File: src/hlv_pkg.sv
// ----------------------------------------------------------------------------
// hlv_pkg
// shared constants, queue item type and sine/cosine tables for the hough
// line accumulator
// ----------------------------------------------------------------------------
package hlv_pkg;

    localparam int ANGLE_STEPS     = 180;
    localparam int DISTANCE_BINS   = 1600;
    localparam int DISTANCE_OFFSET = 800;
    localparam int IMAGE_ROWS      = 480;
    localparam int IMAGE_COLS      = 640;

    localparam int ROW_W  = 9;
    localparam int COL_W  = 10;
    localparam int ANG_W  = 8;
    localparam int DIST_W = 11;
    localparam int CNT_W  = 19;

    localparam int BIN_TOTAL  = ANGLE_STEPS * DISTANCE_BINS;
    localparam int ADDR_W     = $clog2(BIN_TOTAL);
    localparam int STEP_W     = (ANGLE_STEPS > 1) ? $clog2(ANGLE_STEPS) : 1;
    localparam int DIST_IDX_W = $clog2(DISTANCE_BINS);

    localparam int DEG_W  = 9;
    localparam int Q_BITS = 16;
    localparam int TRIG_W = Q_BITS + 2;

    localparam int Q_PTR_W     = 2;
    localparam int QUEUE_DEPTH = 1 << Q_PTR_W;

    localparam logic [CNT_W-1:0] COUNT_MAX       = '1;
    localparam logic [CNT_W-1:0] THRESHOLD_RESET = CNT_W'(325);

    typedef enum logic {
        ACT_VOTE = 1'b0,
        ACT_READ = 1'b1
    } action_t;

    typedef struct packed {
        logic              is_read;
        logic [ROW_W-1:0]  row;
        logic [COL_W-1:0]  col;
        logic [ADDR_W-1:0] addr;
        logic              addr_ok;
    } item_t;

    // round(sin(i deg) * 65536) for i = 0..90
    function automatic logic [Q_BITS:0] quarter_sine(input logic [6:0] i);
        logic [Q_BITS:0] q;
        case (i)
            7'd0:  q = 17'd0;     7'd1:  q = 17'd1144;  7'd2:  q = 17'd2287;
            7'd3:  q = 17'd3430;  7'd4:  q = 17'd4572;  7'd5:  q = 17'd5712;
            7'd6:  q = 17'd6850;  7'd7:  q = 17'd7987;  7'd8:  q = 17'd9121;
            7'd9:  q = 17'd10252; 7'd10: q = 17'd11380; 7'd11: q = 17'd12505;
            7'd12: q = 17'd13626; 7'd13: q = 17'd14742; 7'd14: q = 17'd15855;
            7'd15: q = 17'd16962; 7'd16: q = 17'd18064; 7'd17: q = 17'd19161;
            7'd18: q = 17'd20252; 7'd19: q = 17'd21336; 7'd20: q = 17'd22415;
            7'd21: q = 17'd23486; 7'd22: q = 17'd24550; 7'd23: q = 17'd25607;
            7'd24: q = 17'd26656; 7'd25: q = 17'd27697; 7'd26: q = 17'd28729;
            7'd27: q = 17'd29753; 7'd28: q = 17'd30767; 7'd29: q = 17'd31772;
            7'd30: q = 17'd32768; 7'd31: q = 17'd33754; 7'd32: q = 17'd34729;
            7'd33: q = 17'd35693; 7'd34: q = 17'd36647; 7'd35: q = 17'd37590;
            7'd36: q = 17'd38521; 7'd37: q = 17'd39441; 7'd38: q = 17'd40348;
            7'd39: q = 17'd41243; 7'd40: q = 17'd42126; 7'd41: q = 17'd42995;
            7'd42: q = 17'd43852; 7'd43: q = 17'd44695; 7'd44: q = 17'd45525;
            7'd45: q = 17'd46341; 7'd46: q = 17'd47143; 7'd47: q = 17'd47930;
            7'd48: q = 17'd48703; 7'd49: q = 17'd49461; 7'd50: q = 17'd50203;
            7'd51: q = 17'd50931; 7'd52: q = 17'd51643; 7'd53: q = 17'd52339;
            7'd54: q = 17'd53020; 7'd55: q = 17'd53684; 7'd56: q = 17'd54332;
            7'd57: q = 17'd54963; 7'd58: q = 17'd55578; 7'd59: q = 17'd56175;
            7'd60: q = 17'd56756; 7'd61: q = 17'd57319; 7'd62: q = 17'd57865;
            7'd63: q = 17'd58393; 7'd64: q = 17'd58903; 7'd65: q = 17'd59396;
            7'd66: q = 17'd59870; 7'd67: q = 17'd60326; 7'd68: q = 17'd60764;
            7'd69: q = 17'd61183; 7'd70: q = 17'd61584; 7'd71: q = 17'd61966;
            7'd72: q = 17'd62328; 7'd73: q = 17'd62672; 7'd74: q = 17'd62997;
            7'd75: q = 17'd63303; 7'd76: q = 17'd63589; 7'd77: q = 17'd63856;
            7'd78: q = 17'd64104; 7'd79: q = 17'd64332; 7'd80: q = 17'd64540;
            7'd81: q = 17'd64729; 7'd82: q = 17'd64898; 7'd83: q = 17'd65048;
            7'd84: q = 17'd65177; 7'd85: q = 17'd65287; 7'd86: q = 17'd65376;
            7'd87: q = 17'd65446; 7'd88: q = 17'd65496; 7'd89: q = 17'd65526;
            7'd90: q = 17'd65536;
            default: q = 17'd0;
        endcase
        return q;
    endfunction

    // signed q1.16 sine for angles 0..359 by quadrant symmetry
    function automatic logic signed [TRIG_W-1:0] sine_deg(input logic [DEG_W-1:0] a);
        logic [DEG_W-1:0]          i;
        logic                      neg;
        logic signed [TRIG_W-1:0]  mag;
        if (a <= 9'd90) begin
            i   = a;
            neg = 1'b0;
        end else if (a <= 9'd180) begin
            i   = 9'd180 - a;
            neg = 1'b0;
        end else if (a <= 9'd270) begin
            i   = a - 9'd180;
            neg = 1'b1;
        end else begin
            i   = 9'd360 - a;
            neg = 1'b1;
        end
        mag = $signed({1'b0, quarter_sine(i[6:0])});
        return neg ? -mag : mag;
    endfunction

    function automatic logic signed [TRIG_W-1:0] cosine_deg(input logic [DEG_W-1:0] a);
        logic [DEG_W:0] s;
        s = {1'b0, a} + 10'd90;
        if (s >= 10'd360) begin
            s = s - 10'd360;
        end
        return sine_deg(s[DEG_W-1:0]);
    endfunction

endpackage

File: src/hlv_front.sv
// ----------------------------------------------------------------------------
// hlv_front
// request classifier: drops votes outside the image, range checks reads and
// forms the flat bin address of a read
// ----------------------------------------------------------------------------
module hlv_front (
    input  logic                                in_valid,
    output logic                                in_ready,
    input  logic                                action,
    input  logic [hlv_pkg::ROW_W-1:0]           pixel_row,
    input  logic [hlv_pkg::COL_W-1:0]           pixel_col,
    input  logic [hlv_pkg::ANG_W-1:0]           angle_index,
    input  logic [hlv_pkg::DIST_W-1:0]          distance_index,
    input  logic                                clear_busy,
    input  logic                                q_ready,
    output logic                                q_push,
    output hlv_pkg::item_t                      q_item
);

    localparam int AddrW = hlv_pkg::ADDR_W;

    logic is_read;
    logic vote_ok;
    logic read_ok;

    always_comb
    begin
        is_read = (action == hlv_pkg::ACT_READ);
        vote_ok = (32'(pixel_row) < hlv_pkg::IMAGE_ROWS)
               && (32'(pixel_col) < hlv_pkg::IMAGE_COLS);
        read_ok = (32'(angle_index) < hlv_pkg::ANGLE_STEPS)
               && (32'(distance_index) < hlv_pkg::DISTANCE_BINS);
    end

    assign in_ready = !clear_busy && q_ready;

    // votes outside the image are taken and dropped here
    assign q_push = in_valid && in_ready && (is_read || vote_ok);

    always_comb
    begin
        q_item.is_read = is_read;
        q_item.row     = pixel_row;
        q_item.col     = pixel_col;
        q_item.addr    = AddrW'(angle_index) * AddrW'(hlv_pkg::DISTANCE_BINS)
                       + AddrW'(distance_index);
        q_item.addr_ok = read_ok;
    end

endmodule

File: config.mk
export PLATFORM = sky130hd
export DESIGN_NAME = hlv_front
export DESIGN_NICKNAME = d
export VERILOG_FILES = /design/src/hlv_pkg.sv /design/src/hlv_front.sv
export SDC_FILE = /design/constraint.sdc
export NUM_CORES = 1
export LEC_CHECK = 0
export BUFFER_PORTS_ARGS = -buffer_cell sky130_fd_sc_hd__buf_2
export CAP_MARGIN = 40
export CORE_MARGIN = 3
export CORE_UTILIZATION = 41
export DETAILED_ROUTE_END_ITERATION = 10
export PLACE_DENSITY = 0.81
export SLEW_MARGIN = 25
export SYNTH_ARGS = -nofsm -noshare
export SYNTH_HDL_FRONTEND = slang
export SYNTH_SLANG_ARGS = --single-unit
File: constraint.sdc
create_clock -name vclk -period 2.9
set_input_delay 0.29 -clock vclk [all_inputs]
set_output_delay 0.29 -clock vclk [all_outputs]
set_load 0.005 [all_outputs]
## Word level (Yosys, flattened, before mapping)

Index checks and enable logic that the tools add are counted.

| word-level totals | value |
|---|---|
| flip-flop bits (word level) | 0 |
| word-level logic and storage cells | 13 |
| input bits | 42 |
| output and inout bits | 42 |

| operators by class | value |
|---|---|
| magnitude comparators | 4 |
| reductions and logical operators | 7 |
| $mul | 1 |
| add/sub/neg operators | 1 |

Operators by type and width:

| kind | number |
|---|---|
| 19-bit by 11-bit adder with 19-bit output | 1 |
| 8-bit by 5-bit multiplier with 13-bit output, second input constant | 1 |
| 11-bit < comparator, second input constant | 1 |
| 10-bit < comparator, second input constant | 1 |
| 9-bit < comparator, second input constant | 1 |
| 8-bit < comparator, second input constant | 1 |
| 1-bit logical AND | 5 |
| 1-bit zero test | 1 |
| 1-bit logical OR | 1 |

## Depth between registers and ports, before layout

Gate-level depths: netlist (run 1).

| logic depth | value |
|---|---|
| depth after elaboration | 4 |
| depth in mapped cells | 13 |
| depth with buffers taken out | 13 |

## Least setup slack after synthesis (run 1)

No wires, ideal clock.

| path | value |
|---|---|
| kind | input-to-output |
| from | in angle_index[3] (netlist bit) |
| to | out q_item[19] (netlist bit) |
| path slack | -203 ps |
| stages | 12 |
| buffers on the path | 0 |
| arrival time | 2813 ps |
| data required time | 2610 ps |
| cells stage by stage | ha_1 -> ha_1 -> inv_1 -> fa_1 -> inv_1 -> ha_1 -> a21oi_1 -> nand2_2 -> xor2_2 -> nand4_2 -> nor4_2 -> xnor2_1 |

RTL lines:

| element | line | source |
|---|---|---|
| start: declaration | hlv_front.sv:12 | `input logic [hlv_pkg::ANG_W-1:0] angle_index,` |
| end: declaration | hlv_front.sv:17 | `output hlv_pkg::item_t q_item` |

==> results of run 1 <==
==> stage by stage <==
stage	std cells	util
6_report	241	0.628
3_3_place_gp	239	0.578
3_5_place_dp	239	0.578
4_1_cts	241	0.613
5_1_grt	241	0.628
2_1_floorplan	151	-
==> logic make-up (layout without fill, tap and decap cells) <==
group	Yosys count	after routing	share of synthesized area
and+or+nand+nor	26	26	0.128
buffers and inverters	42	90	0.202
xor gates and xnor gates	18	18	0.134
adders and majority gates	39	39	0.403
AOI/OAI and AO/OA	26	26	0.133
==> per-layer routing <==
layer | global-route usage | vias to the layer above | wire length [um]
met3 | 0.00413 | 6 | 191
met4 | 0.00909 | 0 | 17
met1 | 0.199 | 516 | 1290
met5 | 0 | - | 0
met2 | 0.300 | 38 | 1500
li1 | - | 592 | -
==> worst max-delay path: stages <==
cell and delay, ps:
buf_8 100, ha_4 230, ha_4 260, inv_2 30
fa_1 490, inv_2 50, ha_4 240, a21oi_4 180
a21oi_4 90, a211oi_2 220, xor2_2 110, buf_4 160
nor3_4 170, xnor2_1 140, buf_2 140
==> where the power goes <==
group / internal, uW / total [uW] / switching, uW
registers: 0 / 0 / 0
clock network: 0 / 0 / 0
logic: 441 / 808 / 366
total: 441 / 808 / 366
==> final cells by class <==
cell class / count / area (um2) / share of cell area
inverters: 15 / 56.3 / 0.0312
multi-input cells: 109 / 1230 / 0.680
well taps: 42 / 52.6 / 0.0291
repair buffers: 75 / 469 / 0.260
==> layout by cell type (no fill, tap or decap), drive strengths merged, types with 4 or more instances in the layout <==
cell type,n
ha,35
o21ai,7
nor2,4
a21oi,7
nand2,4
inv,15
xnor2,10
buf,75
xor2,8
fa,4
==> path summary, 6_finish.rpt <==
| kind | start | end | depth (start not counted) |
|---|---|---|---|
| max | angle_index[3] | q_item[18] | 15 |
| min | pixel_col[1] | q_item[21] | 0 |
==> repair_timing <==
item	in CTS	in global routing
resized for setup	21	8
buffers inserted	2	0
endpoints found under the setup margin	6	6
pin swaps	11	1
==> flow_summary.toml, run 1 <==
[global_route]
antenna_found_initial = 0
grt_start_max_net_pins = 9
grtUsageTotal = 0.156
number_of_global_route_vias_before_repair = 1093
grt_first_pass_wirelength_um = 4620
grt-ovfl-total = 0

[die]
start_util = 0.447
core_mm2 = 0.00288
die_height_um = 62.0
die_area_mm2 = 0.00384
die_w_um = 62.0
rows = 19
io-pin-count = 84

[placement]
placement.setup.worst_slack_ps = -376
dpl_cell_area_mm2 = 0.00166
globalplace.congestion = 0.756
port_buffers = 48
dpl.hpwl_um = 2550

[routing]
ant_nets = 0
drtIter0Drc = 19
wl_per_cell_um = 12.4
vias = 1152
detail_route.vias_per_cell = 4.78
finalWirelength_um = 3000
drtPass1Iterations = 2
drt_drc_violations_left = 0

[critical_path]
critPathLaunchType = "input port"
critPathArrivalTime_ps = 2900
critical_path_fanout_max = 4
crit_type = "in2out"
crit_required_ps = 2610
endpoint_kind = "primary output"

[cells_and_area]
n_antenna_cell = 0
area_growth_syn_to_layout_pct = 40.5
nFillCells = 241
register_area_um2 = 0
layout-drive-gt1-share = 0.558
design.final.nets = 282
fin_area_mm2 = 0.00181
clockBufferCount = 0
n_sequential_cell = 0

[timing]
grt_setup_unrepaired = "true"
slew-limit-headroom = 0.722
worst-slew-pin-transition_ps = 417
setup-violations-final = 5
timing.final.max_slew_violations = 0
final_period_minus_worst_setup_slack_ps = 3190
final-hold-violation-count = 0
hold-worst-slack_ps = 580
finalSetupTns_ps = -1140
final.setup.worst_slack_ps = -294
max_freq_mhz = 313
fin_crit_sh = 1.10

[status]
violations = "negative setup slack"
result_of_the_run = "complete, but fails checks"

[yosys]
post-synth-top-area-cell = "ha_1"
synth.cell_area_mm2 = 0.00128
synthCells = 151
synth_fp_nets = 232
post_synth_num_cell_types = 36
area_contributors_post_synth = "ha_1 34%, buf_4 16%, fa_1 6.2%"
syn_area_per_cell_um2 = 8.51
synth-seq-area-share = 0
synthMostInstantiatedCell = "ha_1"
yosysTopAreaCellShare = 0.341
netlist_top_cells_count = "35 x ha_1, 27 x buf_4, 15 x inv_1, 9 x xnor2_1"
yosysWarningCount = 0

[flow_run]
max_cap_violations = 0

[min_path]
hold_path_class = "in2out"

[cts]
cts.hold.buffers_added = 0

[pwr]
pwr_density_mw_per_mm2 = 447
finalPower_uw = 808
power.ir.vdd_worst_mv = 0.202
leakage_power_uw = 0.000928
No activity file was read; power rests on OpenSTA's default activity.
==> inputs of run 2 (changes only) <==
==> constraint.sdc (replaced) <==
create_clock -name vclk -period 2.9
set_input_delay 0.29 -clock vclk [all_inputs]
set_output_delay 0.29 -clock vclk [all_outputs]
set_load 0.02 [all_outputs]
==> flow_summary.toml, run 2 (synthesis gave the netlist of run 1 again) <==
[status]
result_of_the_run = "complete, but fails checks"
violations = "negative setup slack"

[critical_path]
cp_slowest_cell = "fa_1"
critPathLaunchType = "input port"
crit_path_start = "angle_index[4]"
crit_type = "in2out"
critPathArrivalTime_ps = 2940
crit_required_ps = 2610
cp_common_cell = "ha_4"
endpoint_kind = "primary output"
critical_path_fanout_max = 4
slowest_delay_ps = 500
critical_path.cell_chain = "buf_8, ha_4, ha_4, inv_2, fa_1, inv_2, ha_4, a21oi_4, buf_6, nand2_4, xor2_4, buf_4, buf_4, nor3b_4, xor2_2, buf_6"

[timing]
fin_crit_sh = 1.12
slew-limit-headroom = 0.754
setup-violations-final = 6
final.setup.worst_slack_ps = -335
final-hold-violation-count = 0
grt_setup_unrepaired = "true"
timing.final.max_slew_violations = 0
max_freq_mhz = 309
worst-slew-pin-transition_ps = 369
final_period_minus_worst_setup_slack_ps = 3230

[placement]
dpl.hpwl_um = 2600
dpl_cell_area_mm2 = 0.00182
placement.setup.worst_slack_ps = -436
port_buffers = 48
globalplace.congestion = 0.846
dpl.cell_count = 246

[global_route]
grt-ovfl-total = 0
grt_first_pass_wirelength_um = 5000
number_of_global_route_vias_before_repair = 1180
antenna_found_initial = 0
grtUsageTotal = 0.168
grt_start_max_net_pins = 7

[cells_and_area]
design.final.nets = 293
non_filler_instance_count_after_layout = 252
n_sequential_cell = 0
register_area_um2 = 0
most-common-layout-cells = "39 x buf_2, 39 x buf_4, 23 x ha_1"
layout-drive-gt1-share = 0.629
area_growth_syn_to_layout_pct = 61.5
fin_area_mm2 = 0.00208
finalCoreUtilization = 0.722
clockBufferCount = 0
n_antenna_cell = 0

[routing]
wl_per_cell_um = 12.6
drtPass1Iterations = 4
drt_drc_violations_left = 0
ant_nets = 0
detailroute.wirelength.met2_um = 1740
detail_route.vias_per_cell = 4.75
drt-met1-wl_um = 1220
topRoutingLayerUsed = "met3"
vias = 1197
drtIter0Drc = 18
finalWirelength_um = 3180
wire_length_on_met3_um = 219

[die]
core_mm2 = 0.00288
start_util = 0.447
io-pin-count = 84
die_area_mm2 = 0.00384
die_height_um = 62.0
die_w_um = 62.0
rows = 19

[min_path]
holdCritStartpoint = "pixel_col[0]"
hold_path_class = "in2out"

[flow_run]
max_cap_violations = 0

[pwr]
power.ir.vdd_worst_mv = 0.308
leakage_power_uw = 0.00101
finalPower_uw = 1130
pwr_density_mw_per_mm2 = 547
## run 2: changes by cell type in the layout (fill, tap and decap cells not counted), sizes merged
cell / change
buf: +11
## run 2: report_power, final
part	internal (uW)	leakage, uW	switching (uW)
Clock	0	0	0
Combinational	591	0.00101	543
Sequential	0	0	0
Total	591	0.00101	543
## run 2: worst max-delay path: cells and delay by family
family                     cells  cell delay [ps]
AOI/OAI and AO/OA              1               70
xor gates and xnor gates       2              340
adders and majority gates      4             1300
buffers and inverters          7              680
and+or+nand+nor                2              270
## run 2: metal layers
| metal | global-route usage | up-vias |
|---|---|---|
| li1 | - | 612 |
| met1 | 0.183 | 534 |
| met2 | 0.358 | 51 |
| met3 | 0.0145 | 0 |
| met4 | 0.00303 | 0 |
| met5 | 0 | - |
## run 2: final cells by class
type                       count  area, um2
multi-input combinational    109       1380
timing repair buffer          86        589
inverter                      15       56.3
tap                           42       52.6
fill                         219        801
## run 2: through the flow
step                setup TNS [ps]  hold slack, ps
floorplan                     -226             663
global placement             -1660             580
detailed placement           -1890             580
CTS                          -1350             580
global route                 -2120             580
finish                       -1600             580
## run 2: path summary, 6_finish.rpt
kind / slack [ps] / depth (start not counted) / endpoint
worst max-delay path: -330 / 16 / q_item[16]
worst min-delay path: 580 / 0 / q_item[20]
## run 2: timing repair
item	in CTS	in global routing
setup endpoints to repair	6	6
cloned	0	0
buffers inserted	1	5
hold buffers	0	0
pin swaps	15	16
gates resized for setup	28	17
