<file path="config.mk">
export PLATFORM = sky130hd
export DESIGN_NAME = hlv_queue
export DESIGN_NICKNAME = d
export VERILOG_FILES = /design/src/hlv_pkg.sv /design/src/hlv_queue.sv
export SDC_FILE = /design/constraint.sdc
export NUM_CORES = 1
export LEC_CHECK = 0
export BUFFER_PORTS_ARGS = -buffer_cell sky130_fd_sc_hd__buf_4
export CELL_PAD_IN_SITES_DETAIL_PLACEMENT = 0
export CELL_PAD_IN_SITES_GLOBAL_PLACEMENT = 2
export CORE_AREA = 2 2 90 156
export CTS_BUF_LIST = sky130_fd_sc_hd__clkbuf_4 sky130_fd_sc_hd__clkbuf_8
export DETAILED_ROUTE_END_ITERATION = 10
export DIE_AREA = 0 0 92 158
export HOLD_SLACK_MARGIN = 0.08
export PLACE_DENSITY = 0.87
export SYNTH_ARGS = -nofsm -noshare
export SYNTH_HDL_FRONTEND = slang
export SYNTH_SLANG_ARGS = --single-unit
</file>
<file path="constraint.sdc">
create_clock -name clk -period 5.2 [get_ports clk]
set_input_delay 0.52 -clock clk [delete_from_list [all_inputs] [get_ports clk]]
set_output_delay 0.52 -clock clk [all_outputs]
set_load 0.05 [all_outputs]
</file>
<file path="src/hlv_pkg.sv">
// ----------------------------------------------------------------------------
// hlv_pkg
// shared constants, queue item type and sine/cosine tables for the hough
// line accumulator
// ----------------------------------------------------------------------------
package hlv_pkg;

    localparam int ANGLE_STEPS     = 180;
    localparam int DISTANCE_BINS   = 1600;
    localparam int DISTANCE_OFFSET = 800;
    localparam int IMAGE_ROWS      = 480;
    localparam int IMAGE_COLS      = 640;

    localparam int ROW_W  = 9;
    localparam int COL_W  = 10;
    localparam int ANG_W  = 8;
    localparam int DIST_W = 11;
    localparam int CNT_W  = 19;

    localparam int BIN_TOTAL  = ANGLE_STEPS * DISTANCE_BINS;
    localparam int ADDR_W     = $clog2(BIN_TOTAL);
    localparam int STEP_W     = (ANGLE_STEPS > 1) ? $clog2(ANGLE_STEPS) : 1;
    localparam int DIST_IDX_W = $clog2(DISTANCE_BINS);

    localparam int DEG_W  = 9;
    localparam int Q_BITS = 16;
    localparam int TRIG_W = Q_BITS + 2;

    localparam int Q_PTR_W     = 2;
    localparam int QUEUE_DEPTH = 1 << Q_PTR_W;

    localparam logic [CNT_W-1:0] COUNT_MAX       = '1;
    localparam logic [CNT_W-1:0] THRESHOLD_RESET = CNT_W'(325);

    typedef enum logic {
        ACT_VOTE = 1'b0,
        ACT_READ = 1'b1
    } action_t;

    typedef struct packed {
        logic              is_read;
        logic [ROW_W-1:0]  row;
        logic [COL_W-1:0]  col;
        logic [ADDR_W-1:0] addr;
        logic              addr_ok;
    } item_t;

    // round(sin(i deg) * 65536) for i = 0..90
    function automatic logic [Q_BITS:0] quarter_sine(input logic [6:0] i);
        logic [Q_BITS:0] q;
        case (i)
            7'd0:  q = 17'd0;     7'd1:  q = 17'd1144;  7'd2:  q = 17'd2287;
            7'd3:  q = 17'd3430;  7'd4:  q = 17'd4572;  7'd5:  q = 17'd5712;
            7'd6:  q = 17'd6850;  7'd7:  q = 17'd7987;  7'd8:  q = 17'd9121;
            7'd9:  q = 17'd10252; 7'd10: q = 17'd11380; 7'd11: q = 17'd12505;
            7'd12: q = 17'd13626; 7'd13: q = 17'd14742; 7'd14: q = 17'd15855;
            7'd15: q = 17'd16962; 7'd16: q = 17'd18064; 7'd17: q = 17'd19161;
            7'd18: q = 17'd20252; 7'd19: q = 17'd21336; 7'd20: q = 17'd22415;
            7'd21: q = 17'd23486; 7'd22: q = 17'd24550; 7'd23: q = 17'd25607;
            7'd24: q = 17'd26656; 7'd25: q = 17'd27697; 7'd26: q = 17'd28729;
            7'd27: q = 17'd29753; 7'd28: q = 17'd30767; 7'd29: q = 17'd31772;
            7'd30: q = 17'd32768; 7'd31: q = 17'd33754; 7'd32: q = 17'd34729;
            7'd33: q = 17'd35693; 7'd34: q = 17'd36647; 7'd35: q = 17'd37590;
            7'd36: q = 17'd38521; 7'd37: q = 17'd39441; 7'd38: q = 17'd40348;
            7'd39: q = 17'd41243; 7'd40: q = 17'd42126; 7'd41: q = 17'd42995;
            7'd42: q = 17'd43852; 7'd43: q = 17'd44695; 7'd44: q = 17'd45525;
            7'd45: q = 17'd46341; 7'd46: q = 17'd47143; 7'd47: q = 17'd47930;
            7'd48: q = 17'd48703; 7'd49: q = 17'd49461; 7'd50: q = 17'd50203;
            7'd51: q = 17'd50931; 7'd52: q = 17'd51643; 7'd53: q = 17'd52339;
            7'd54: q = 17'd53020; 7'd55: q = 17'd53684; 7'd56: q = 17'd54332;
            7'd57: q = 17'd54963; 7'd58: q = 17'd55578; 7'd59: q = 17'd56175;
            7'd60: q = 17'd56756; 7'd61: q = 17'd57319; 7'd62: q = 17'd57865;
            7'd63: q = 17'd58393; 7'd64: q = 17'd58903; 7'd65: q = 17'd59396;
            7'd66: q = 17'd59870; 7'd67: q = 17'd60326; 7'd68: q = 17'd60764;
            7'd69: q = 17'd61183; 7'd70: q = 17'd61584; 7'd71: q = 17'd61966;
            7'd72: q = 17'd62328; 7'd73: q = 17'd62672; 7'd74: q = 17'd62997;
            7'd75: q = 17'd63303; 7'd76: q = 17'd63589; 7'd77: q = 17'd63856;
            7'd78: q = 17'd64104; 7'd79: q = 17'd64332; 7'd80: q = 17'd64540;
            7'd81: q = 17'd64729; 7'd82: q = 17'd64898; 7'd83: q = 17'd65048;
            7'd84: q = 17'd65177; 7'd85: q = 17'd65287; 7'd86: q = 17'd65376;
            7'd87: q = 17'd65446; 7'd88: q = 17'd65496; 7'd89: q = 17'd65526;
            7'd90: q = 17'd65536;
            default: q = 17'd0;
        endcase
        return q;
    endfunction

    // signed q1.16 sine for angles 0..359 by quadrant symmetry
    function automatic logic signed [TRIG_W-1:0] sine_deg(input logic [DEG_W-1:0] a);
        logic [DEG_W-1:0]          i;
        logic                      neg;
        logic signed [TRIG_W-1:0]  mag;
        if (a <= 9'd90) begin
            i   = a;
            neg = 1'b0;
        end else if (a <= 9'd180) begin
            i   = 9'd180 - a;
            neg = 1'b0;
        end else if (a <= 9'd270) begin
            i   = a - 9'd180;
            neg = 1'b1;
        end else begin
            i   = 9'd360 - a;
            neg = 1'b1;
        end
        mag = $signed({1'b0, quarter_sine(i[6:0])});
        return neg ? -mag : mag;
    endfunction

    function automatic logic signed [TRIG_W-1:0] cosine_deg(input logic [DEG_W-1:0] a);
        logic [DEG_W:0] s;
        s = {1'b0, a} + 10'd90;
        if (s >= 10'd360) begin
            s = s - 10'd360;
        end
        return sine_deg(s[DEG_W-1:0]);
    endfunction

endpackage

</file>
<file path="src/hlv_queue.sv">
// ----------------------------------------------------------------------------
// hlv_queue
// small request queue between the classifier and the voting engine
// ----------------------------------------------------------------------------
module hlv_queue (
    input  logic            clk,
    input  logic            rst_n,
    input  logic            push,
    input  hlv_pkg::item_t  push_item,
    output logic            push_ready,
    output logic            q_valid,
    output hlv_pkg::item_t  q_item,
    input  logic            q_pop
);

    localparam int PtrW  = hlv_pkg::Q_PTR_W;
    localparam int Depth = hlv_pkg::QUEUE_DEPTH;

    hlv_pkg::item_t   entry_reg [Depth];
    logic [PtrW-1:0]  wr_ptr_reg, wr_ptr_next;
    logic [PtrW-1:0]  rd_ptr_reg, rd_ptr_next;
    logic [PtrW:0]    fill_reg, fill_next;
    logic             do_push;
    logic             do_pop;

    assign push_ready = (fill_reg != (PtrW + 1)'(Depth));
    assign q_valid    = (fill_reg != '0);
    assign q_item     = entry_reg[rd_ptr_reg];
    assign do_push    = push && push_ready;
    assign do_pop     = q_pop && q_valid;

    always_comb
    begin
        wr_ptr_next = do_push ? wr_ptr_reg + 1'b1 : wr_ptr_reg;
        rd_ptr_next = do_pop ? rd_ptr_reg + 1'b1 : rd_ptr_reg;
        fill_next   = fill_reg;
        if (do_push && !do_pop)
        begin
            fill_next = fill_reg + 1'b1;
        end
        else if (do_pop && !do_push)
        begin
            fill_next = fill_reg - 1'b1;
        end
    end

    always_ff @(posedge clk or negedge rst_n)
    begin
        if (!rst_n)
        begin
            wr_ptr_reg <= '0;
            rd_ptr_reg <= '0;
            fill_reg   <= '0;
        end
        else
        begin
            wr_ptr_reg <= wr_ptr_next;
            rd_ptr_reg <= rd_ptr_next;
            fill_reg   <= fill_next;
        end
    end

    always_ff @(posedge clk)
    begin
        if (do_push)
        begin
            entry_reg[wr_ptr_reg] <= push_item;
        end
    end

endmodule

</file>
Word-level counts from Yosys, hierarchy flattened
Memories as Yosys holds them, arrays and structs flattened.
Index checks and enable logic that the tools add are counted.
Word-level totals
  bits in registers: 7
  memory bits (writable): 160
  input port bits: 44
  output and inout port bits: 42
  word-level logic and storage cells: 21
  memories kept: 1
Operators by class
  add/sub/neg operators: 4
  equality and inequality tests: 1
  multiplexer cells: 4
  reductions and logical operators: 8
Memories
  entry_reg: depth 4, bits a word 40, rd ports 1, clocked after Yosys merged registers in 0, write ports 1, RTL line hlv_queue.sv:19  | hlv_pkg::item_t entry_reg [Depth];
Operators by type and width (number)
  $mux W3: 2
  $add A2 B1 Y2 const B: 2
  $logic_and A1 B1 Y1: 4
  $add A3 B1 Y3 const B: 1
  $ne A3 B3 Y1 const B: 1
  $reduce_bool A3 Y1: 1
  $sub A3 B1 Y3 const B: 1
  $logic_not A1 Y1: 2
  $mux W1: 2
  $reduce_bool A2 Y1: 1

Depth between registers and ports, before layout
Gate-level depths: netlist (run 1).
  depth in word-level cells: 6
  gate-level depth with buffers: 8
  gate-level depth less buffers: 8

Worst setup path after synthesis (run 1)
No wires, ideal clock.
  path type: flip-flop to flip-flop
  from: register fill_reg[1]
  to: register fill_reg[2]
  library setup time: 79 ps
  data arrival time: 2202 ps
  required time: 5121 ps
  slack: 2919 ps
  stages on the path, launching flop included: 9
  path buffers: 0
  clock period less this slack: 2281 ps
  path through: dfrtp_1 -> or3_1 -> nand2_1 -> ha_1 -> inv_1 -> fa_1 -> xor2_1 -> nor2_1 -> xor2_1
Between the ends
  cells in the longest elaborated chain, start to end: 5
  elaborated cells between the ends (all ways): 13
  those cells by class: add/sub (2); eq/ne (1); mux (2); reduce/logical (8)
Ends and longest elaborated chain
  from (decl): RTL line hlv_queue.sv:22  | logic [PtrW:0] fill_reg, fill_next;
  from (signal assigned): RTL line hlv_queue.sv:59  | fill_reg <= fill_next;
  $reduce_bool A3 Y1 (*): RTL line hlv_queue.sv:27  | assign q_valid = (fill_reg != '0);
  net q_valid: RTL line hlv_queue.sv:11  | output logic q_valid,
  $logic_and A1 B1 Y1 (*): RTL line hlv_queue.sv:30  | assign do_pop = q_pop && q_valid;
  $logic_not A1 Y1: RTL line hlv_queue.sv:37  | if (do_push && !do_pop)
  $logic_and A1 B1 Y1: RTL line hlv_queue.sv:37
  $mux W3 / $reduce_bool A2 Y1 (equally long branches)
Mark *: on every way through the listed nets, which the timed path passes. The rest lies on a longest branch. The select of a mux whose other input is x is not followed.
A chain may end at the register's enable or synchronous reset.

==> flow_summary.json, run 1 <==
{
  "status": "finished clean",
  "slew_violations": 0,
  "clock_latency_ns": 0.43,
  "portBuffers": 85,
  "die_area_um2": 14500,
  "area_delta_synth_final_pct": 18.6,
  "fmax_mhz": 315,
  "grt_pass1_wl_mm": 15.8,
  "syn_avg_cell_area_um2": 25.4,
  "grt_max_degree": 42,
  "leakagePower_nw": 2.53,
  "tightestPinTransition_ns": 1.09,
  "setup_viol": 0,
  "dpl.hpwl_mm": 6.31,
  "max_cap_viol_count": 0,
  "grt_antenna_before_repair": 0,
  "worstPathRequired_ns": 4.68,
  "fin_worst_skew_ns": 0.00944,
  "fillers": 1042,
  "grt_pass1_vias": 2866,
  "synth_nets": 295,
  "ant_nets": 0,
  "slew_headroom_pct": 27.7,
  "cts_buffer_depth": 2,
  "cts_sinks": 167,
  "post-cts-setup-buffers": 0,
  "crit_fanout": 26,
  "final_layout_size_suffix_gt1_share_pct": 45.9,
  "diodes": 0,
  "grt_overflow": 0,
  "final-hold-violation-count": 0,
  "fin_nets": 391,
  "row_count": 56,
  "synthCells": 245,
  "drc_errors": 0,
  "arrival_ns": 2.65,
  "floorplan.initialDensity_pct": 46.8,
  "crit_type": "flop to primary output",
  "largest_register_ff_count": 160,
  "reg2reg_depth": 8,
  "finalSetupTns_ns": 0,
  "die_y_um": 158,
  "final_cell_mix": "edfxtp_1, buf_4, mux4_2",
  "power.density_nw_per_um2": 643,
  "fin_crit_ns": 3.17,
  "final_common_cell": "edfxtp_1",
  "ys_ff_latch": 167,
  "final_core_util_pct": 55.5,
  "path_clk_slew_ns": 0.08,
  "synth_area_um2": 6230,
  "cts_tree": "built",
  "die_width_um": 92,
  "cp-start-kind": "flop",
  "htreeDepth": 4,
  "cts_hold_buf": 1,
  "cts_buffers": 17,
  "rsz0062_at_grt": "no",
  "ctsResizeCount": 0,
  "via_per_inst": 5.16,
  "yosysSeqAreaShare_pct": 79.9,
  "ys_warn_count": 0,
  "core_um2": 13300,
  "fin_crit_sh_pct": 61.0,
  "wl_mm": 10.3,
  "gr-usage-all-layers_pct": 15.1,
  "cts_root_buf": "clkbuf_8",
  "yosysUniqueCellTypes": 20,
  "hold_path.class": "primary input to flop",
  "hold_depth": 1,
  "gp_congestion": 0.727,
  "wl_per_cell_um": 19.5,
  "io-pin-count": 86,
  "first_iter_violations": 122,
  "drt_pass1_iterations": 5,
  "num_vias": 2718,
  "ir_drop_v": 0.000408,
  "end_kind": "primary output"
}
## through the flow
step	std cells	hold slack [ns]	total power, mW	area, µm²	setup WS (ns)
2_1_floorplan	245	0.224	3.43	6230	2.92
3_3_place_gp	495	0.338	3.88	6990	2.40
3_5_place_dp	495	0.340	3.92	6990	2.37
4_1_cts	527	0.256	4.82	7390	1.88
5_1_grt	527	0.246	4.95	7390	1.78
6_report	527	0.284	4.75	7390	2.03
## power by group
part,switching [mW],total [mW],internal (mW)
combinational,1.19,1.87,0.680
clock,0.414,0.902,0.488
sequential,0.193,1.98,1.79
total,1.80,4.75,2.96
## cell type report
class	count	area (µm²)	area share, %
multi-input combinational	65	1130	15.3
tap	174	218	2.94
clock inverter	10	130	1.76
inverter	3	11.3	0.152
clock buffer	21	264	3.57
sequential	167	4980	67.4
timing repair buffer	87	656	8.87
## critical path: stages (launching register included)
cell,delay (ns)
dfrtp_2,0.94
buf_4,0.47
mux4_1,0.60
buf_4,0.20
## cell usage after synthesis (all sizes together)
cell	number	area, µm²
xnor2	4	35.0
nand3	1	5.00
nand2	2	7.51
inv	3	11.3
a21boi	1	11.3
edfxtp	160	4800
clkbuf	1	3.75
dfrtp	7	175
xor2	2	17.5
and2	4	25.0
mux4	40	908
ha	5	62.6
nor2	2	7.51
mux2	2	22.5
or3	1	6.26
buf	9	111
fa	1	20.0
## logic make-up (layout without fill, tap and decap cells)
| group | count (synthesis) | after routing | synth area share (%) |
|---|---|---|---|
| buf+inv | 13 | 121 | 2.03 |
| fa+ha+maj | 6 | 6 | 1.32 |
| simple gates | 10 | 10 | 0.823 |
| mux | 42 | 42 | 14.9 |
| compound gates | 1 | 1 | 0.181 |
| xor+xnor | 6 | 6 | 0.843 |
| flops | 167 | 167 | 79.9 |
## path summary, 6_finish.rpt
check / from / end / slack (ns)
max in group asynchronous: rst_n / rd_ptr_reg[0]$_DFFE_PN0P_ / 4.63
min in group asynchronous: rst_n / fill_reg[0]$_DFFE_PN0P_ / 0.43
min reg2reg: fill_reg[2]$_DFFE_PN0P_ / fill_reg[2]$_DFFE_PN0P_ / 0.53
min: push_item[30] / entry_reg[3][30]$_DFFE_PP_ / 0.28
max reg2reg: fill_reg[1]$_DFFE_PN0P_ / fill_reg[2]$_DFFE_PN0P_ / 3.04
max: rd_ptr_reg[0]$_DFFE_PN0P_ / q_item[36] / 2.03
## layer usage
| metal | share of wire [%] | track usage, % | vias up |
|---|---|---|---|
| li1 | - | - | 1218 |
| met1 | 38 | 16.8 | 1421 |
| met2 | 57 | 27.3 | 69 |
| met3 | 3.0 | 3.81 | 10 |
| met4 | 1.5 | 6.33 | 0 |
| met5 | 0 | 0 | - |
Note: power is estimated with default switching activity, not from simulation.
==> inputs of run 2 (changes only) <==
ABC_AREA = 1   (was default)
CORE_AREA = 2 2 107 186   (was 2 2 90 156)
DIE_AREA = 0 0 109 188   (was 0 0 92 158)
PLACE_DENSITY = 0.81   (was 0.87)
clock period = 2.8 ns   (was 5.2 ns; I/O delays follow)
==> flow_summary.json, run 2 <==
{
  "cts_buffers": 17,
  "fin_ws_ns": 0.385,
  "area_delta_synth_final_pct": 25.2,
  "grt_antenna_before_repair": 0,
  "die_area_um2": 20500,
  "worst_path_most_repeated_cell": "buf_4",
  "max_stage_delay_ns": 0.55,
  "crit_type": "flop to primary output",
  "rsz0062_at_grt": "no",
  "fmax_mhz": 414,
  "slowest_stage": "inv_2",
  "arrival_ns": 2.13,
  "slew_headroom_pct": 50.3,
  "path_clk_slew_ns": 0.10,
  "row_count": 67,
  "yosysSeqAreaShare_pct": 72.2,
  "fin_crit_ns": 2.41,
  "syn_avg_cell_area_um2": 13.1,
  "final_common_cell": "edfxtp_1",
  "portBuffers": 85,
  "gp_congestion": 0.710,
  "synth_area_um2": 6890,
  "grt_pass1_wl_mm": 22.1,
  "leakagePower_nw": 3.48,
  "pre_cts_ws_ns": 0.696,
  "worstPathRequired_ns": 2.52,
  "ir_drop_v": 0.000709,
  "io-pin-count": 86,
  "drc_errors": 0,
  "via_per_inst": 4.74,
  "final_core_util_pct": 45.3,
  "first_iter_violations": 196,
  "setup_viol": 0,
  "htreeDepth": 4,
  "synth_nets": 576,
  "synth_top_cell_area_share_pct": 69.7,
  "gr-usage-all-layers_pct": 14.5,
  "synth_area_leaders": "edfxtp_1, nand2_1, o211ai_1",
  "floorplan.initialDensity_pct": 36.2,
  "power.density_nw_per_um2": 1140,
  "reg2reg_depth": 11,
  "ant_nets": 0,
  "final_cell_mix": "edfxtp_1, nand2_1, buf_4",
  "clock_latency_ns": 0.46,
  "fin_cells": 912,
  "final-hold-violation-count": 0,
  "cts_tree": "built",
  "diodes": 0,
  "core_um2": 19000,
  "cts_root_buf": "clkbuf_8",
  "grt_max_degree": 52,
  "fin_nets": 708,
  "grt_overflow": 0,
  "yosys-top-cells-count": "edfxtp_1, nand2_1, inv_1",
  "yosysUniqueCellTypes": 18,
  "die_y_um": 188,
  "wl_mm": 14.0,
  "dpl.hpwl_mm": 8.50,
  "grt_pass1_vias": 4444,
  "r2r_slack_ns": 0.68,
  "placed_cells": 837,
  "fin_crit_sh_pct": 86.2,
  "async_reset_ff_share_pct": 4.19,
  "power_mw": 9.84,
  "path_cells": "inv_2, buf_4, o211ai_1, nand2_1, buf_4",
  "end_kind": "primary output",
  "hold_path.class": "primary input to async pin",
  "drt_pass1_iterations": 5,
  "crit-reg2reg-launch": "fill_reg[0]$_DFFE_PN0P_",
  "die_width_um": 109,
  "ys_ff_latch": 167,
  "wl_per_cell_um": 15.4,
  "cts_buffer_depth": 2,
  "tightestPinTransition_ns": 0.745,
  "status": "finished clean",
  "ys_warn_count": 0,
  "ctsResizeCount": 0,
  "synth_flop_cell": "edfxtp_1",
  "crit_fanout": 30,
  "num_vias": 4322,
  "reg2reg_to": "fill_reg[2]$_DFFE_PN0P_",
  "cp-start-kind": "flop",
  "fin_worst_skew_ns": 0.0177,
  "synth_edf_count": 160,
  "largest_register_ff_count": 160,
  "synthCells": 526,
  "slew_violations": 0,
  "final_layout_size_suffix_gt1_share_pct": 25.0,
  "max_cap_viol_count": 0,
  "cts_sinks": 167,
  "yosysTopAreaCell": "edfxtp_1",
  "synth_most_common_cell": "edfxtp_1"
}
[run 2: cell types whose count changed after synthesis, moves of 6 or more]
cell and delta:
nand2_1 +135, inv_1 +77, o211ai_1 +61, mux4_2 -38, o211ai_2 +19, inv_2 +16, buf_6 +9, buf_2 +8
nand3_1 +6
[run 2: final cells by class]
cell class                      instances  area, µm²
Multi-Input combinational cell        237       1390
Timing Repair Buffer                  139       1210
Tap cell                              241        302
Clock buffer                           19        255
Fill cell                            1684      10400
Sequential cell                       167       4980
Inverter                               96        363
Clock inverter                         13        123
[run 2: worst max path at each step]
stage                                          from                        end  slack [ns]  depth (start not counted)
after global placement      fill_reg[0]$_DFFE_PN0P_    fill_reg[1]$_DFFE_PN0P_        0.78                          9
after CTS                 rd_ptr_reg[1]$_DFFE_PN0P_                 q_item[15]        0.31                          5
after detailed placement    fill_reg[0]$_DFFE_PN0P_    fill_reg[2]$_DFFE_PN0P_        0.70                         11
after global routing      rd_ptr_reg[0]$_DFFE_PN0P_                  q_item[4]        0.21                          6
final                     rd_ptr_reg[1]$_DFFE_PN0P_                 q_item[15]        0.39                          5
after floorplan             fill_reg[0]$_DFFE_PN0P_  entry_reg[0][0]$_DFFE_PP_       -0.56                          4
[run 2: layer usage]
layer	GRT usage [%]	wire, µm
met1	14.4	5210
met2	27.5	8080
met3	3.44	492
met4	6.16	221
met5	0	0
[run 2: per-stage QoR]
stage,hold slack (ns),TNS [ns],instance area (µm²)
floorplan,-0.0156,-89.56,6890
global placement,0.0984,0,7820
detailed placement,0.106,0,7820
CTS,0.129,0,8630
global route,0.145,0,8630
finish,0.164,0,8630
[run 2: cells by family after synthesis]
family	count (synthesis)	share of synthesized area [%]
AOI/OAI and AO/OA	81	10.2
xor gates and xnor gates	1	0.127
adders and majority gates	6	1.20
buffers and inverters	122	8.00
DFF	167	72.2
and+or+nand+nor	149	8.28
[run 2: what timing repair did]
action | CTS | global route
hold endpoints to repair | 170 | 0
hold buffers | 43 | 0
setup buffers | 0 | 0
[run 2: critical path, delay by kind of cell (launching register included)]
kind                   cells  cell delay [ns]
buffers and inverters      3             1.06
flip-flops                 1             0.42
AO/OA/AOI/OAI              1             0.11
AND/OR/NAND/NOR            1             0.09
[run 2: power by group]
| part | total, mW | switching (mW) | internal [mW] |
|---|---|---|---|
| Sequential | 3.44 | 0.153 | 3.29 |
| Clock | 1.61 | 0.863 | 0.745 |
| Combinational | 4.80 | 3.43 | 1.36 |
| Total | 9.84 | 4.45 | 5.40 |
